### config.mk
export PLATFORM = sky130hd
export DESIGN_NAME = sorted_integer_set_top
export DESIGN_NICKNAME = d
export VERILOG_FILES = /design/src/rtl/core/sis_pkg.sv /design/src/rtl/core/sis_ram.sv /design/src/rtl/core/sorted_integer_set_top.sv
export SDC_FILE = /design/constraint.sdc
export NUM_CORES = 1
export LEC_CHECK = 0
export BUFFER_PORTS_ARGS = -buffer_cell sky130_fd_sc_hd__buf_2
export CORE_ASPECT_RATIO = 0.7
export CORE_UTILIZATION = 64
export CTS_BUF_LIST = sky130_fd_sc_hd__clkbuf_8
export CTS_CLUSTER_SIZE = 14
export DETAILED_ROUTE_END_ITERATION = 8
export GPL_TIMING_DRIVEN = 0
export PLACE_DENSITY = 0.82
export SLEW_MARGIN = 20
export SYNTH_ARGS = -nofsm -noshare
export SYNTH_HDL_FRONTEND = slang
export SYNTH_HIERARCHICAL = 1
export SYNTH_SLANG_ARGS = --single-unit
export TNS_END_PERCENT = 20
### constraint.sdc
create_clock -name clk -period 6.4 [get_ports clk]
set_clock_uncertainty 0.15 [all_clocks]
set_input_delay 0.32 -clock clk [delete_from_list [all_inputs] [get_ports clk]]
set_output_delay 0.32 -clock clk [all_outputs]
set_load 0.005 [all_outputs]
### src/rtl/core/sis_pkg.sv
`default_nettype none
// ----------------------------------------------------------------------------
// sis_pkg - shared constants for the sorted integer set
// Field widths, command codes, status codes and parameter defaults.
// ----------------------------------------------------------------------------
package sis_pkg;

  // parameter defaults
  localparam int CAPACITY_DEF   = 16;
  localparam int VALUE_BITS_DEF = 32;

  // fixed field widths
  localparam int CMD_W    = 2;
  localparam int STATUS_W = 3;
  localparam int ELEM_W   = 32;
  localparam int SIZE_W   = 5;

  // commands
  localparam logic [CMD_W-1:0] CMD_INSERT    = 2'd0;
  localparam logic [CMD_W-1:0] CMD_DELETE    = 2'd1;
  localparam logic [CMD_W-1:0] CMD_INTERSECT = 2'd2;
  localparam logic [CMD_W-1:0] CMD_DUMP      = 2'd3;

  // result status codes
  localparam logic [STATUS_W-1:0] ST_DONE      = 3'd0;
  localparam logic [STATUS_W-1:0] ST_NOCHANGE  = 3'd1;
  localparam logic [STATUS_W-1:0] ST_FULL      = 3'd2;
  localparam logic [STATUS_W-1:0] ST_DUMP_ELEM = 3'd3;
  localparam logic [STATUS_W-1:0] ST_EMPTY     = 3'd4;

endpackage
`default_nettype wire

### src/rtl/core/sis_ram.sv
`default_nettype none
// ----------------------------------------------------------------------------
// sis_ram - entry store
// One write port and one read port, read data registered.
// ----------------------------------------------------------------------------
module sis_ram #(
  parameter int DEPTH = sis_pkg::CAPACITY_DEF,
  parameter int WIDTH = sis_pkg::VALUE_BITS_DEF
) (
  input  wire logic                     clk,
  input  wire logic                     we,
  input  wire logic [$clog2(DEPTH)-1:0] waddr,
  input  wire logic signed [WIDTH-1:0]  wdata,
  input  wire logic [$clog2(DEPTH)-1:0] raddr,
  output      logic signed [WIDTH-1:0]  rdata
);

  logic signed [WIDTH-1:0] mem [DEPTH];

  // write one word and read one word each cycle
  always_ff @(posedge clk) begin
    if (we) begin
      mem[waddr] <= wdata;
    end
    rdata <= mem[raddr];
  end

endmodule
`default_nettype wire

### src/rtl/core/sorted_integer_set_top.sv
`default_nettype none
// ----------------------------------------------------------------------------
// sorted_integer_set_top - ordered set of distinct signed integers
// Keeps up to CAPACITY values in ascending order in a single-port-read store.
// Supports insert, delete, intersect (stream with commit) and dump.
// ----------------------------------------------------------------------------
//  channel | ports                                         | handshake
//  --------+-----------------------------------------------+-------------------
//  input   | in_cmd in_value in_element_valid              | start & !busy
//          | in_final_element                              |
//  result  | out_status out_element out_size_now           | out_valid, 1 cycle
//          | out_end_of_run                                |
//
//  One comparator and one index counter walk the store under a small
//  sequencer; every store read has an address step and a registered-data step.
//  Insert/delete: read and compare per entry scanned, read and write per
//  entry moved. Intersect: scan as above; commit reads each entry, writes
//  back marked ones. Dump: read, output per element; empty set answers at once.
//  Reset is synchronous; marks and fill count clear at once, no sweep.
//  busy stays high while an item is at work; results cannot be stalled.
// ----------------------------------------------------------------------------
module sorted_integer_set_top #(
  parameter int CAPACITY   = sis_pkg::CAPACITY_DEF,
  parameter int VALUE_BITS = sis_pkg::VALUE_BITS_DEF
) (
  input  wire logic                              clk,
  input  wire logic                              rst_n,
  input  wire logic                              start,
  output      logic                              busy,
  input  wire logic [sis_pkg::CMD_W-1:0]         in_cmd,
  input  wire logic signed [VALUE_BITS-1:0]      in_value,
  input  wire logic                              in_element_valid,
  input  wire logic                              in_final_element,
  output      logic                              out_valid,
  output      logic [sis_pkg::STATUS_W-1:0]      out_status,
  output      logic signed [sis_pkg::ELEM_W-1:0] out_element,
  output      logic [sis_pkg::SIZE_W-1:0]        out_size_now,
  output      logic                              out_end_of_run
);

  localparam int AW = $clog2(CAPACITY);
  localparam int CW = $clog2(CAPACITY + 1);

  typedef enum logic [8:0] {
    S_IDLE     = 9'b000000001,
    S_SCAN_RD  = 9'b000000010,
    S_SCAN_CMP = 9'b000000100,
    S_SHIFT_RD = 9'b000001000,
    S_SHIFT_WR = 9'b000010000,
    S_PACK_RD  = 9'b000100000,
    S_PACK_WR  = 9'b001000000,
    S_DUMP_RD  = 9'b010000000,
    S_DUMP_OUT = 9'b100000000
  } state_t;

  state_t                       state_r, state_nxt;
  logic [sis_pkg::CMD_W-1:0]    cmd_r, cmd_nxt;
  logic signed [VALUE_BITS-1:0] key_r, key_nxt;
  logic                         scan_en_r, scan_en_nxt;
  logic                         final_r, final_nxt;
  logic [CW-1:0]                idx_r, idx_nxt;
  logic [CW-1:0]                pos_r, pos_nxt;
  logic [CW-1:0]                wp_r, wp_nxt;
  logic [CW-1:0]                fill_r, fill_nxt;
  logic                         marks_r [CAPACITY];
  logic                         marks_nxt [CAPACITY];

  logic                         out_valid_r, out_valid_nxt;
  logic [sis_pkg::STATUS_W-1:0] out_status_r, out_status_nxt;
  logic [sis_pkg::ELEM_W-1:0]   out_element_r, out_element_nxt;
  logic [sis_pkg::SIZE_W-1:0]   out_size_r, out_size_nxt;
  logic                         out_last_r, out_last_nxt;

  // store port
  logic                         ram_we;
  logic [AW-1:0]                ram_waddr;
  logic signed [VALUE_BITS-1:0] ram_wdata;
  logic [AW-1:0]                ram_raddr;
  logic signed [VALUE_BITS-1:0] rd_data;

  // shared comparator and index arithmetic
  logic                         cmp_lt, cmp_eq;
  logic [CW-1:0]                idx_inc, idx_dec, fill_dec;
  logic signed [63:0]           rd_ext;
  logic [31:0]                  fill_ext;

  // scan outcome
  logic                         scan_done, scan_found;
  logic [CW-1:0]                scan_pos;

  // emit request
  logic                         emit;
  logic [sis_pkg::STATUS_W-1:0] emit_status;
  logic                         emit_elem, emit_last;

  logic                         accept;

  sis_ram #(
    .DEPTH (CAPACITY),
    .WIDTH (VALUE_BITS)
  ) u_ram (
    .clk   (clk),
    .we    (ram_we),
    .waddr (ram_waddr),
    .wdata (ram_wdata),
    .raddr (ram_raddr),
    .rdata (rd_data)
  );

  assign busy    = (state_r != S_IDLE);
  assign accept  = start && (state_r == S_IDLE);
  assign cmp_lt  = (rd_data < key_r);
  assign cmp_eq  = (rd_data == key_r);
  assign idx_inc = idx_r + CW'(1);
  assign idx_dec = idx_r - CW'(1);
  assign fill_dec = fill_r - CW'(1);
  assign rd_ext  = 64'(rd_data);

  // sequencer
  always_comb begin
    state_nxt   = state_r;
    cmd_nxt     = cmd_r;
    key_nxt     = key_r;
    scan_en_nxt = scan_en_r;
    final_nxt   = final_r;
    idx_nxt     = idx_r;
    pos_nxt     = pos_r;
    wp_nxt      = wp_r;
    fill_nxt    = fill_r;
    for (int i = 0; i < CAPACITY; i++) begin
      marks_nxt[i] = marks_r[i];
    end
    ram_we      = 1'b0;
    ram_waddr   = idx_r[AW-1:0];
    ram_wdata   = rd_data;
    ram_raddr   = idx_r[AW-1:0];
    scan_done   = 1'b0;
    scan_found  = 1'b0;
    scan_pos    = idx_r;
    emit        = 1'b0;
    emit_status = sis_pkg::ST_DONE;
    emit_elem   = 1'b0;
    emit_last   = 1'b1;

    case (state_r)
      S_IDLE: begin
        if (accept) begin
          cmd_nxt     = in_cmd;
          key_nxt     = in_value;
          final_nxt   = in_final_element;
          scan_en_nxt = (in_cmd != sis_pkg::CMD_INTERSECT) || in_element_valid;
          idx_nxt     = '0;
          if (in_cmd == sis_pkg::CMD_DUMP) begin
            if (fill_r == '0) begin
              emit        = 1'b1;
              emit_status = sis_pkg::ST_EMPTY;
            end else begin
              state_nxt = S_DUMP_RD;
            end
          end else begin
            state_nxt = S_SCAN_RD;
          end
        end
      end

      // scan: issue a read, or stop at the end of the valid range or when the scan is off
      S_SCAN_RD: begin
        if (!scan_en_r || idx_r == fill_r) begin
          scan_done = 1'b1;
        end else begin
          state_nxt = S_SCAN_CMP;
        end
      end

      S_SCAN_CMP: begin
        if (cmp_lt) begin
          idx_nxt   = idx_inc;
          state_nxt = S_SCAN_RD;
        end else begin
          scan_done  = 1'b1;
          scan_found = cmp_eq;
        end
      end

      // shift: up for insert, down for delete
      S_SHIFT_RD: begin
        if (cmd_r == sis_pkg::CMD_INSERT) begin
          if (idx_r == pos_r) begin
            ram_we    = 1'b1;
            ram_waddr = pos_r[AW-1:0];
            ram_wdata = key_r;
            marks_nxt[pos_r[AW-1:0]] = 1'b0;
            fill_nxt  = fill_r + CW'(1);
            emit      = 1'b1;
            state_nxt = S_IDLE;
          end else begin
            ram_raddr = idx_dec[AW-1:0];
            state_nxt = S_SHIFT_WR;
          end
        end else begin
          if (idx_inc == fill_r) begin
            marks_nxt[fill_dec[AW-1:0]] = 1'b0;
            fill_nxt  = fill_dec;
            emit      = 1'b1;
            state_nxt = S_IDLE;
          end else begin
            ram_raddr = idx_inc[AW-1:0];
            state_nxt = S_SHIFT_WR;
          end
        end
      end

      S_SHIFT_WR: begin
        ram_we    = 1'b1;
        ram_waddr = idx_r[AW-1:0];
        if (cmd_r == sis_pkg::CMD_INSERT) begin
          marks_nxt[idx_r[AW-1:0]] = marks_r[idx_dec[AW-1:0]];
          idx_nxt = idx_dec;
        end else begin
          marks_nxt[idx_r[AW-1:0]] = marks_r[idx_inc[AW-1:0]];
          idx_nxt = idx_inc;
        end
        state_nxt = S_SHIFT_RD;
      end

      // pack: keep marked entries, drop the rest
      S_PACK_RD: begin
        if (idx_r == fill_r) begin
          fill_nxt = wp_r;
          for (int i = 0; i < CAPACITY; i++) begin
            marks_nxt[i] = 1'b0;
          end
          emit      = 1'b1;
          state_nxt = S_IDLE;
        end else if (marks_r[idx_r[AW-1:0]]) begin
          state_nxt = S_PACK_WR;
        end else begin
          idx_nxt = idx_inc;
        end
      end

      S_PACK_WR: begin
        ram_we    = 1'b1;
        ram_waddr = wp_r[AW-1:0];
        wp_nxt    = wp_r + CW'(1);
        idx_nxt   = idx_inc;
        state_nxt = S_PACK_RD;
      end

      // dump: one element per read
      S_DUMP_RD: begin
        state_nxt = S_DUMP_OUT;
      end

      S_DUMP_OUT: begin
        emit        = 1'b1;
        emit_status = sis_pkg::ST_DUMP_ELEM;
        emit_elem   = 1'b1;
        emit_last   = (idx_inc == fill_r);
        idx_nxt     = idx_inc;
        state_nxt   = (idx_inc == fill_r) ? S_IDLE : S_DUMP_RD;
      end

      default: begin
        state_nxt = S_IDLE;
      end
    endcase

    // act on the scan outcome
    if (scan_done) begin
      case (cmd_r)
        sis_pkg::CMD_INSERT: begin
          if (scan_found) begin
            emit        = 1'b1;
            emit_status = sis_pkg::ST_NOCHANGE;
            state_nxt   = S_IDLE;
          end else if (fill_r == CW'(CAPACITY)) begin
            emit        = 1'b1;
            emit_status = sis_pkg::ST_FULL;
            state_nxt   = S_IDLE;
          end else begin
            idx_nxt   = fill_r;
            pos_nxt   = scan_pos;
            state_nxt = S_SHIFT_RD;
          end
        end
        sis_pkg::CMD_DELETE: begin
          if (scan_found) begin
            idx_nxt   = scan_pos;
            state_nxt = S_SHIFT_RD;
          end else begin
            emit        = 1'b1;
            emit_status = sis_pkg::ST_NOCHANGE;
            state_nxt   = S_IDLE;
          end
        end
        sis_pkg::CMD_INTERSECT: begin
          if (scan_found) begin
            marks_nxt[scan_pos[AW-1:0]] = 1'b1;
          end
          if (final_r) begin
            idx_nxt   = '0;
            wp_nxt    = '0;
            state_nxt = S_PACK_RD;
          end else begin
            emit        = 1'b1;
            emit_status = scan_found ? sis_pkg::ST_DONE : sis_pkg::ST_NOCHANGE;
            state_nxt   = S_IDLE;
          end
        end
        default: begin
          state_nxt = S_IDLE;
        end
      endcase
    end

    // build the result word
    fill_ext        = 32'(fill_nxt);
    out_valid_nxt   = emit;
    out_status_nxt  = emit_status;
    out_element_nxt = emit_elem ? rd_ext[31:0] : '0;
    out_size_nxt    = fill_ext[sis_pkg::SIZE_W-1:0];
    out_last_nxt    = emit_last;
  end

  // control state
  always_ff @(posedge clk) begin
    if (!rst_n) begin
      state_r     <= S_IDLE;
      fill_r      <= '0;
      out_valid_r <= 1'b0;
      for (int i = 0; i < CAPACITY; i++) begin
        marks_r[i] <= 1'b0;
      end
    end else begin
      state_r     <= state_nxt;
      fill_r      <= fill_nxt;
      out_valid_r <= out_valid_nxt;
      for (int i = 0; i < CAPACITY; i++) begin
        marks_r[i] <= marks_nxt[i];
      end
    end
  end

  // working and result payload
  always_ff @(posedge clk) begin
    cmd_r         <= cmd_nxt;
    key_r         <= key_nxt;
    scan_en_r     <= scan_en_nxt;
    final_r       <= final_nxt;
    idx_r         <= idx_nxt;
    pos_r         <= pos_nxt;
    wp_r          <= wp_nxt;
    out_status_r  <= out_status_nxt;
    out_element_r <= out_element_nxt;
    out_size_r    <= out_size_nxt;
    out_last_r    <= out_last_nxt;
  end

  assign out_valid      = out_valid_r;
  assign out_status     = out_status_r;
  assign out_element    = out_element_r;
  assign out_size_now   = out_size_r;
  assign out_end_of_run = out_last_r;

`ifndef SYNTHESIS
  // fill count never passes the capacity
  a_fill_bound: assert property (@(posedge clk) disable iff (!rst_n)
    fill_r <= CW'(CAPACITY))
    else $error("fill count above capacity");

  // an accepted word either starts work or answers at once
  a_accept_progress: assert property (@(posedge clk) disable iff (!rst_n)
    (start && !busy) |=> (busy || out_valid))
    else $error("accepted word was lost");

  // only the dump run gives results that are not the last one
  a_mid_run_busy: assert property (@(posedge clk) disable iff (!rst_n)
    (out_valid && !out_end_of_run) |-> (busy && out_status == sis_pkg::ST_DUMP_ELEM))
    else $error("intermediate result outside a dump");

  // element is zero unless a dump element is shown
  a_elem_zero: assert property (@(posedge clk) disable iff (!rst_n)
    (out_valid && out_status != sis_pkg::ST_DUMP_ELEM) |-> (out_element == '0))
    else $error("element field not zero");
`endif

endmodule
`default_nettype wire

# == Word-level counts from Yosys, hierarchy flattened ==
# Memory sizes are Yosys's and may differ from the RTL's. A register that Yosys moved wholly into a read port is not among the register bits.
# Index checks and enable logic that the tools add are counted.
# totals
word_cells,213
ff_bits,107
mem_bits_rw,528
memories,2
input_bits,39
out_inout_bits,43
# op_classes
magnitude_cmp,7
n_eq_ne,25
reduce_logical,14
muxes,120
bitwise_logic,26
add_sub_neg,5
# memory_table
name,words,word_bits,rd,rd_clocked_by_memory_dff,wr,line,source
u_ram.mem,16,32,1,1,1,sis_ram.sv:18,logic signed [WIDTH-1:0] mem [DEPTH];
marks_r,16,1,19,1,16,sorted_integer_set_top.sv:65,logic marks_r [CAPACITY];
# op_table
op,count
two-way mux 16 bit,8
two-way mux 5 bit,20
two-way mux 32 bit,3
two-way mux 9 bit,9
case mux 9 bit (9 select lines),1
case mux 16 bit (3 select lines),1
two-way mux 1 bit,42
two-way mux 4 bit,10
AND 16 bit,2
bitwise mux 16 bit,2
equality test 32 bit,1
less-than comparator 32 bit,1
inverter 16 bit,2
case mux 9 bit (3 select lines),1
case mux 5 bit (5 select lines),1
two-way mux 3 bit,8
OR 1 bit,16
OR 16 bit,1
"adder 5 x 1 -> 5 bit, second input constant",3
equality test 5 bit,3
">= comparator 5 bit, second input constant",3
"less-than comparator 5 x 1 -> 1 bit, second input constant",3
inverter 4 -> 5 bit,3
case mux 5 bit (3 select lines),1
37 further kinds,52

# == Depth between registers and ports, before layout ==
# Gate-level depths: netlist (run 1).
# logic_depth
depth_word,16
ltp_mapped,19
mapped_depth_nobuf,13

# == Modules after synthesis ==
# The synthesis (run 1) kept the hierarchy.
# by_module_without_submodules
module,area_each_um2,instances,cells_each,seq_area_each_um2
sis_ram,19835.3,1,838,16015.4
sorted_integer_set_top,7262.0,1,774,3002.9

# == Worst setup path after synthesis (run 1) ==
# OpenSTA, ideal clock, no wires.
# synth_timing
path_kind,register -> register
startpoint,register idx_r[2]
endpoint,memory u_ram/mem[0][0] (netlist bit) (enable)
slack_ns,0.831
setup_time_ns,0.461
path_stages_with_launch,10
path_buffers,2
arrival_ns,4.958
synth_period_minus_slack_ns,5.569
required_ns,5.789
cell_sequence,edfxtp_1 -> clkbuf_1 -> xnor2_1 -> nand3_1 -> nor4_1 -> nand2_1 -> clkbuf_1 -> nand2_1 -> or3b_2 -> nor3_1
# synth_via
elab_chain_cells,6
word_cells_on_any_way,9
cone_classes,eq/ne (1); mux (8)
# synth_rtl
item,line,source
start: declaration,sorted_integer_set_top.sv:61,"logic [CW-1:0] idx_r, idx_nxt;"
start signal: assignment,sorted_integer_set_top.sv:351,idx_r <= idx_nxt;
equality test 5 bit,sorted_integer_set_top.sv:188,if (idx_r == pos_r) begin
two-way mux 1 bit,sorted_integer_set_top.sv:188,
two-way mux 1 bit,sorted_integer_set_top.sv:187,if (cmd_r == sis_pkg::CMD_INSERT) begin
case mux 1 bit (2 select lines),sorted_integer_set_top.sv:145,case (state_r)
net ram_we,sorted_integer_set_top.sv:75,logic ram_we;
two-way mux 1 bit,sis_ram.sv:22,if (we) begin
two-way mux 1 bit (implied by the code),sis_ram.sv:23,mem[waddr] <= wdata;
end: declaration,sis_ram.sv:18,
# The timed path passes the listed nets, and every way through them passes these cells.

# == Worst setup path after layout (run 1) ==
# layout_timing
startpoint,register idx_r[1]
endpoint,register u_ram.rdata[4] (read register of u_ram.mem)
# layout_via
elab_chain_cells,5
word_cells_on_any_way,8
cone_classes,add/sub (2); eq/ne (2); mux (4)
# layout_rtl
item,line,source
adder 5 x 1 -> 5 bit,sorted_integer_set_top.sv:114,assign idx_inc = idx_r + CW'(1);
equality test 5 bit,sorted_integer_set_top.sv:201,if (idx_inc == fill_r) begin
two-way mux 4 bit,sorted_integer_set_top.sv:201,
two-way mux 4 bit,sorted_integer_set_top.sv:187,
two-way mux 4 bit (*),sorted_integer_set_top.sv:145,
net ram_raddr[1],sorted_integer_set_top.sv:78,logic [AW-1:0] ram_raddr;
end: declaration,sis_ram.sv:15,output logic signed [WIDTH-1:0] rdata
# The timed path passes the listed nets; every way through them passes the cells marked *.
# A chain may end at the register's enable or synchronous reset.

==> results of run 1 <==
flip-flops by register name (all words and copies together) (netlist names), named ones only:
signal / flops
out_valid: 1
marks_r: 16
fill_r: 5
state_r: 9
u_ram/mem: 512
key_r: 32
idx_r: 5
final_r: 1
pos_r: 5
out_status: 3
out_size_now: 5
out_element: 32
out_end_of_run: 1
u_ram/rdata: 32
scan_en_r: 1
wp_r: 5
cmd_r: 2
worst paths after layout:
path	startpoint	to	depth (start not counted)
worst max-delay path	idx_r[1]	u_ram/rdata[4]	18
worst min register to register	idx_r[3]	pos_r[3]	0
worst max register to register	idx_r[1]	u_ram/rdata[4]	18
worst min-delay path	in_value[30]	key_r[30]	2
power breakdown:
| group | internal (mW) | switching, mW |
|---|---|---|
| sequential | 5.23 | 0.120 |
| clock | 1.67 | 1.61 |
| combinational | 0.723 | 1.35 |
| total | 7.63 | 3.08 |
cell usage in the layout, fill, tap and decap left out, types with 16 or more instances in the layout:
cell type,n
xnor2_1,16
dlygate4sd3_1,40
buf_2,93
ha_1,44
mux4_2,139
nand3_1,23
clkbuf_1,54
inv_1,89
dfxtp_1,113
nand2_1,113
nand4_1,18
o21ai_1,32
buf_4,27
clkbuf_8,108
a22oi_1,65
edfxtp_1,558
nor2_1,56
and2_1,40
a21oi_1,39
through the flow:
stage / utilization [%] / instances
after floorplan: - / 1612
after global routing: 75.54 / 2492
final: 75.54 / 2492
after detailed placement: 70.04 / 2277
after global placement: 68.16 / 2237
after CTS: 75.52 / 2492
worst max-delay path, stage by stage (launching register included):
cell	delay, ns
edfxtp_1	0.40
clkbuf_1	0.49
inv_1	0.27
ha_1	0.34
clkbuf_1	0.42
xnor2_1	0.10
and2_1	0.18
and4_1	0.18
clkbuf_1	0.18
nor2_1	0.31
nor2_1	0.08
a21oi_1	0.14
a21oi_1	0.09
a21oi_1	0.27
buf_2	0.33
buf_1	0.76
mux4_2	0.42
a22oi_1	0.38
nand2_1	0.08
synthesized netlist by cell type (5+ instances only):
cell type  instances  area, sq um
buf_1             11        41.29
nor2_1            68        255.2
o21ai_0           42        210.2
nand3b_1           6        45.04
xnor2_1           16        140.1
ha_1              44        550.5
a22o_1             8        70.07
a21o_1             7        52.55
xor2_1            14        122.6
a31o_2             6        52.55
nand2_1          113        424.2
nor2b_1            8        50.05
a31oi_1            5        31.28
dfxtp_1          113         2262
mux4_2           139         3131
o311a_1            6        60.06
a21oi_1           39        195.2
clkbuf_1          54        202.7
and2_1            40        250.2
inv_1             54        202.7
o22ai_1            5        31.28
nor4_1             8        50.05
a22oi_1           65        488.0
nand4_1           18        112.6
and3_1             7        43.79
edfxtp_1         558        16760
a222oi_1           7        70.07
and3b_1            5        43.79
buf_4              9        67.56
nand3_1           23        115.1
nor3_1            15        75.07
a221oi_1          15        131.4
buf_2             12        60.06
o311ai_0          10        87.58
layout make-up:
type / count / area (sq um) / area share [%]
inverters: 54 / 202.7 / 0.6490
flip-flops and latches: 671 / 19020 / 60.89
repair buffers: 161 / 1468 / 4.699
plain buffers: 86 / 371.6 / 1.190
well taps: 544 / 680.7 / 2.179
multi-input cells: 801 / 7629 / 24.43
clock inverters: 67 / 376.6 / 1.206
clock buffers: 108 / 1486 / 4.759
metal layers:
layer	up-vias	global-route usage (%)	wire length, um
met4	2	14.57	3178
met3	242	7.874	8288
met5	-	0	13
li1	6959	-	-
met2	1162	52.77	33970
met1	8428	49.33	27540
cell families after synthesis:
kind of cell / synth area share [%]
AO/OA/AOI/OAI: 6.520
buffers and inverters: 2.119
flip-flops: 70.19
adder cells (fa/ha/maj): 2.032
XOR/XNOR: 1.053
AND/OR/NAND/NOR: 5.998
multiplexers: 12.09
==> summary.txt, run 1 <==
Outcome
  – Outcome: finished clean

Global routing
  – Initial antenna violation count: 1
  – Overall Global Routing Usage: 34.80%
  – Largest net degree at the start of global routing: 20
  – Grt ovf: 0
  – Global-route wire length before repair: 106400 um
  – Vias in the first global route: 16680

Clock tree
  – Post-CTS Resized: 0
  – Clock Pin Slew Worst Setup and Hold Paths: 0.07 ns
  – Clock H-tree levels: 3
  – Postcts setup bufs: 0
  – Worst-skew pair later-pin latency: 0.67 ns
  – CTS Buf Count: 94
  – CTS Root Cell: clkbuf_8
  – CTS Sinks: 671
  – Bufs on Longest Clock Path: 3
  – # hold bufs at CTS: 40
  – CTS tree: yes

Yosys
  – Post-Synthesis Cells: 1612
  – Register area share after synthesis: 70.19%
  – Top_reg_cell synth: edfxtp_1
  – Post-synthesis register bit count: 671
  – Syn Area/Cell: 16.81 sq um
  – Yosys cell types: 71
  – Yosys warns: 6
  – Mapped Nets: 1695
  – Number of flops mapped to enable cells by yosys: 558
  – Share of flip-flops with an asynchronous set or reset: 0%
  – Mapped cell area: 27100 sq um

Critical path
  – Worst setup SP type: register
  – Arrival @ worst endpoint: 6.09 ns
  – Req. time, crit path: 6.77 ns
  – Worst Setup End Kind: register
  – Critical path class: register to register
  – CP max FO: 10
  – Setup slack, reg-to-reg: 0.68 ns

Timing
  – Max_slew headroom: 27.12%
  – Fmax: 174.7 MHz
  – Final worst slack: 0.6761 ns
  – RSZ-0062 raised after global routing: no
  – Fin crit period: 5.724 ns
  – Slew @ Worst Pin: 1.086 ns
  – Setup TNS: 0 ns
  – Final period utilization: 89.44%
  – Number of setup violations in the final report: 0
  – WHS: 0.2187 ns
  – Slew Limit Fails: 0
  – Final Hold Violating Endpoints: 0

Power and ir drop
  – Max VDD drop: 0.2395 mV
  – Pwr dens: 342.9 nW/um^2
  – Leakage Power: 11.11 nW
  – Overall Power: 10.71 mW

Finish
  – Filler cells: 2319
  – Layout cell share with drive strength beyond 1: 22.64%
  – Final instance area: 31230 sq um
  – Area growth, synth to finish: 15.26%
  – Final net count: 1952
  – Ant. Diodes: 0

Floorplanning
  – Die area: 43180 sq um
  – I/O Pins: 82
  – Chip Width: 247.9 um
  – Starting Density: 65.54%
  – Die H: 174.2 um
  – Std-Cell Rows: 62
  – Core region area: 41350 sq um

Placed design
  – Dpl ws: 0.8757 ns
  – DP Area: 28960 sq um
  – Dpl hpwl: 48190 um
  – Port Buffer Count: 81
  – Final GP Congestion: 0.9625

Route
  – DR vias/cell: 6.739
  – Detailed-route DRC error count: 0
  – DR WL/cell: 29.29 um
  – DR iter-0 viols: 2303
  – Antenna-violating nets left: 0
  – DRT Wirelength: 72990 um
  – DRT Pass-1 Iters: 7
  – Vias: 16790

Job
  – Max-Cap Viols: 0

Min path
  – Worst hold path class: input pin to register
No activity file was read; power rests on OpenSTA's default activity.
==> inputs of run 2 (changes only) <==
- BUFFER_PORTS_ARGS: -buffer_cell sky130_fd_sc_hd__buf_2 -> -buffer_cell sky130_fd_sc_hd__buf_4
- CORE_ASPECT_RATIO: 0.7 -> default
- CTS_CLUSTER_DIAMETER: default -> 80
==> summary.txt, run 2 (synthesized netlist as in run 1, its figures left out) <==
Outcome
  – Outcome: finished clean

Floorplanning
  – Starting Density: 64.74% (-0.79 points)
  – Chip Width: 207.8 um (-16%)
  – Core region area: 41850 sq um (+1.2%)
  – I/O Pins: 82 (unchanged)
  – Die H: 207.8 um (+19%)
  – Std-Cell Rows: 75 (+21%)
  – Die area: 43170 sq um (about the same)

Clock tree
  – CTS Buf Count: 54 (-43%)
  – Postcts setup bufs: 0 (unchanged)
  – Clock Pin Slew Worst Setup and Hold Paths: 0.10 ns (+0.03 ns)
  – CTS tree: yes
  – Bufs on Longest Clock Path: 3 (unchanged)
  – CTS Sinks: 671 (unchanged)
  – Worst-skew pair later-pin latency: 0.69 ns (+0.02 ns)
  – Clock H-tree levels: 2 (-1)
  – Post-CTS Resized: 0 (unchanged)
  – CTS Root Cell: clkbuf_8

Power and ir drop
  – Switching pwr: 2.813 mW (-8.7%)
  – Comb pwr share: 21.5% (+2.1 points)
  – Internal power: 6.794 mW (-11%)
  – Overall Power: 9.607 mW (-10%)
  – Max VDD drop: 0.3457 mV (+44%)
  – Pwr dens: 314.5 nW/um^2 (-8.3%)
  – Switching Fraction: 29.28% (+0.50 points)
  – Seq pwr share: 55.6% (+5.6 points)
  – Clk pwr share: 22.9% (-7.8 points)
  – Leakage Power: 10.69 nW (-3.8%)

Timing
  – Final period utilization: 85.99% (-3.4 points)
  – Fin crit period: 5.504 ns (-0.2203 ns)
  – RSZ-0062 raised after global routing: no
  – WHS: 0.1971 ns (-0.02153 ns)
  – Number of setup violations in the final report: 0 (unchanged)
  – Final Hold Violating Endpoints: 0 (unchanged)
  – Slew @ Worst Pin: 1.107 ns (+0.02056 ns)
  – Fmax: 181.7 MHz (+4.0%)
  – Max_slew headroom: 25.74% (-1.4 points)
  – Slew Limit Fails: 0 (unchanged)

Critical path
  – Worst Setup End Kind: register
  – Worst setup SP type: register
  – Critical path buffer and inverter count: 7 (+1)
  – CP max FO: 12 (+2)
  – CP delay by family, top: buffers and inverters
  – Crit path max-delay cell type: buf_1
  – Crit-path max cell delay: 0.69 ns (-0.07 ns)
  – Req. time, crit path: 6.82 ns (+0.05 ns)
  – Critical path class: register to register
  – Critical path cell sequence: buf_2 > inv_1 > buf_2 > ha_1 > clkbuf_1 > xnor2_1 > and2_1 > and4_1 > clkbuf_1 > nor2_1 > nor2_1 > a21oi_1 > a21oi_1 > a21oi_1 > buf_2 > buf_1 > mux4_2 > a22oi_1 > nand2_1
  – Arrival @ worst endpoint: 5.92 ns (-0.17 ns)

Finish
  – Multi-input gate area: 7632 sq um (about the same)
  – Commonest non-fill, non-tap cells in the layout: 558 x edfxtp_1, 139 x mux4_2, 113 x nand2_1, 113 x dfxtp_1, 105 x buf_4
  – Final net count: 1912 (-2.0%)
  – Filler cells: 2396 (+3.3%)
  – Max reg flops: 512 (unchanged)
  – Final instance area: 30550 sq um (-2.2%)
  – Commonest non-fill, non-tap cell in the layout: edfxtp_1
  – Area growth, synth to finish: 12.73%
  – Largest register by flop count: u_ram/mem
  – Layout cell share with drive strength beyond 1: 20.11% (-2.5 points)
  – Final Instance Count excl. Fillers: 2414 (-3.1%)
  – FF/Latch Area: 19020 sq um (unchanged)
  – Final Util: 72.99% (-2.5 points)
  – Ant. Diodes: 0 (unchanged)

Route
  – DR vias/cell: 6.803 (+0.95%)
  – DR iter-0 viols: 2205 (-4.3%)
  – Antenna-violating nets left: 0 (unchanged)
  – DR WL/cell: 28.78 um (-1.7%)
  – Detailed-route DRC error count: 0 (unchanged)
  – DRT Wirelength: 69480 um (-4.8%)
  – DRT Pass-1 Iters: 6 (-1)
  – Vias: 16420 (-2.2%)

Placed design
  – Final GP Congestion: 1.016 (+5.5%)
  – Total placed cells including tap cells: 2273 (-0.18%)
  – Port Buffer Count: 81 (unchanged)
  – Dpl hpwl: 47510 um (-1.4%)
  – DP Area: 29180 sq um (+0.76%)

Global routing
  – Initial antenna violation count: 0 (-1)
  – Overall Global Routing Usage: 32.84% (-2.0 points)
  – Grt ovf: 0 (unchanged)
  – Global-route wire length before repair: 102900 um (-3.3%)
  – Largest net degree at the start of global routing: 21 (+5.0%)
  – Vias in the first global route: 16480 (-1.1%)

Job
  – Max-Cap Viols: 0 (unchanged)

Min path
  – Worst hold path class: input pin to register
==> run 2: metal layers <==
metal  global-route usage (%)  wire length, um  up-vias
met3                    6.097             6914      232
li1                         -                -     6837
met4                    17.70             3643        0
met1                    42.28            24750     8260
met5                        0                0        -
met2                    53.69            34170     1093
==> run 2: through the flow <==
| stage | worst slack, ns | TNS [ns] |
|---|---|---|
| after detailed placement | 1.045 | 0 |
| final | 0.8964 | 0 |
| after global routing | 0.7143 | 0 |
| after global placement | -3.285 | -742.31 |
| after CTS | 0.9979 | 0 |
| after floorplan | 0.8306 | 0 |
==> run 2: final cells by class <==
| class | instances | share of cell area [%] |
|---|---|---|
| Buffer | 86 | 1.216 |
| Clock buffer | 57 | 2.568 |
| Clock inverter | 45 | 0.5898 |
| Inverter | 54 | 0.6635 |
| Multi-Input combinational cell | 801 | 24.98 |
| Sequential cell | 671 | 62.26 |
| Tap cell | 539 | 2.208 |
| Timing Repair Buffer | 161 | 5.513 |
==> run 2: repair_timing <==
item | in CTS | in global routing
hold endpoints to repair | 46 | 0
setup endpoints to repair | 0 | 0
hold buffers | 39 | 0
==> run 2: worst paths after layout <==
kind | startpoint | end | slack [ns] | cells past startpoint
min reg2reg | idx_r[2] | pos_r[2] | 0.31 | 0
min | in_value[5] | key_r[5] | 0.20 | 2
max reg2reg | idx_r[0] | u_ram/rdata[27] | 0.90 | 19
max | idx_r[0] | u_ram/rdata[27] | 0.90 | 19
==> run 2: worst register-to-register path, cell delays in order (launching register included) <==
cell and delay [ns]:
edfxtp_1 0.47, buf_2 0.23, inv_1 0.15, buf_2 0.36, ha_1 0.29, clkbuf_1 0.25, xnor2_1 0.19, and2_1 0.18
and4_1 0.18, clkbuf_1 0.24, nor2_1 0.34, nor2_1 0.07, a21oi_1 0.13, a21oi_1 0.08, a21oi_1 0.19, buf_2 0.33
buf_1 0.69, mux4_2 0.43, a22oi_1 0.31, nand2_1 0.10
==> run 2: power groups by stage <==
stage	combinational (mW)	sequential [mW]	clock, mW
2_1_floorplan	1.31	5.39	0
3_3_place_gp	1.84	5.44	0
3_5_place_dp	1.98	5.44	0
4_1_cts	2.01	5.34	2.22
5_1_grt	2.19	5.36	2.38
6_report	2.06	5.35	2.20
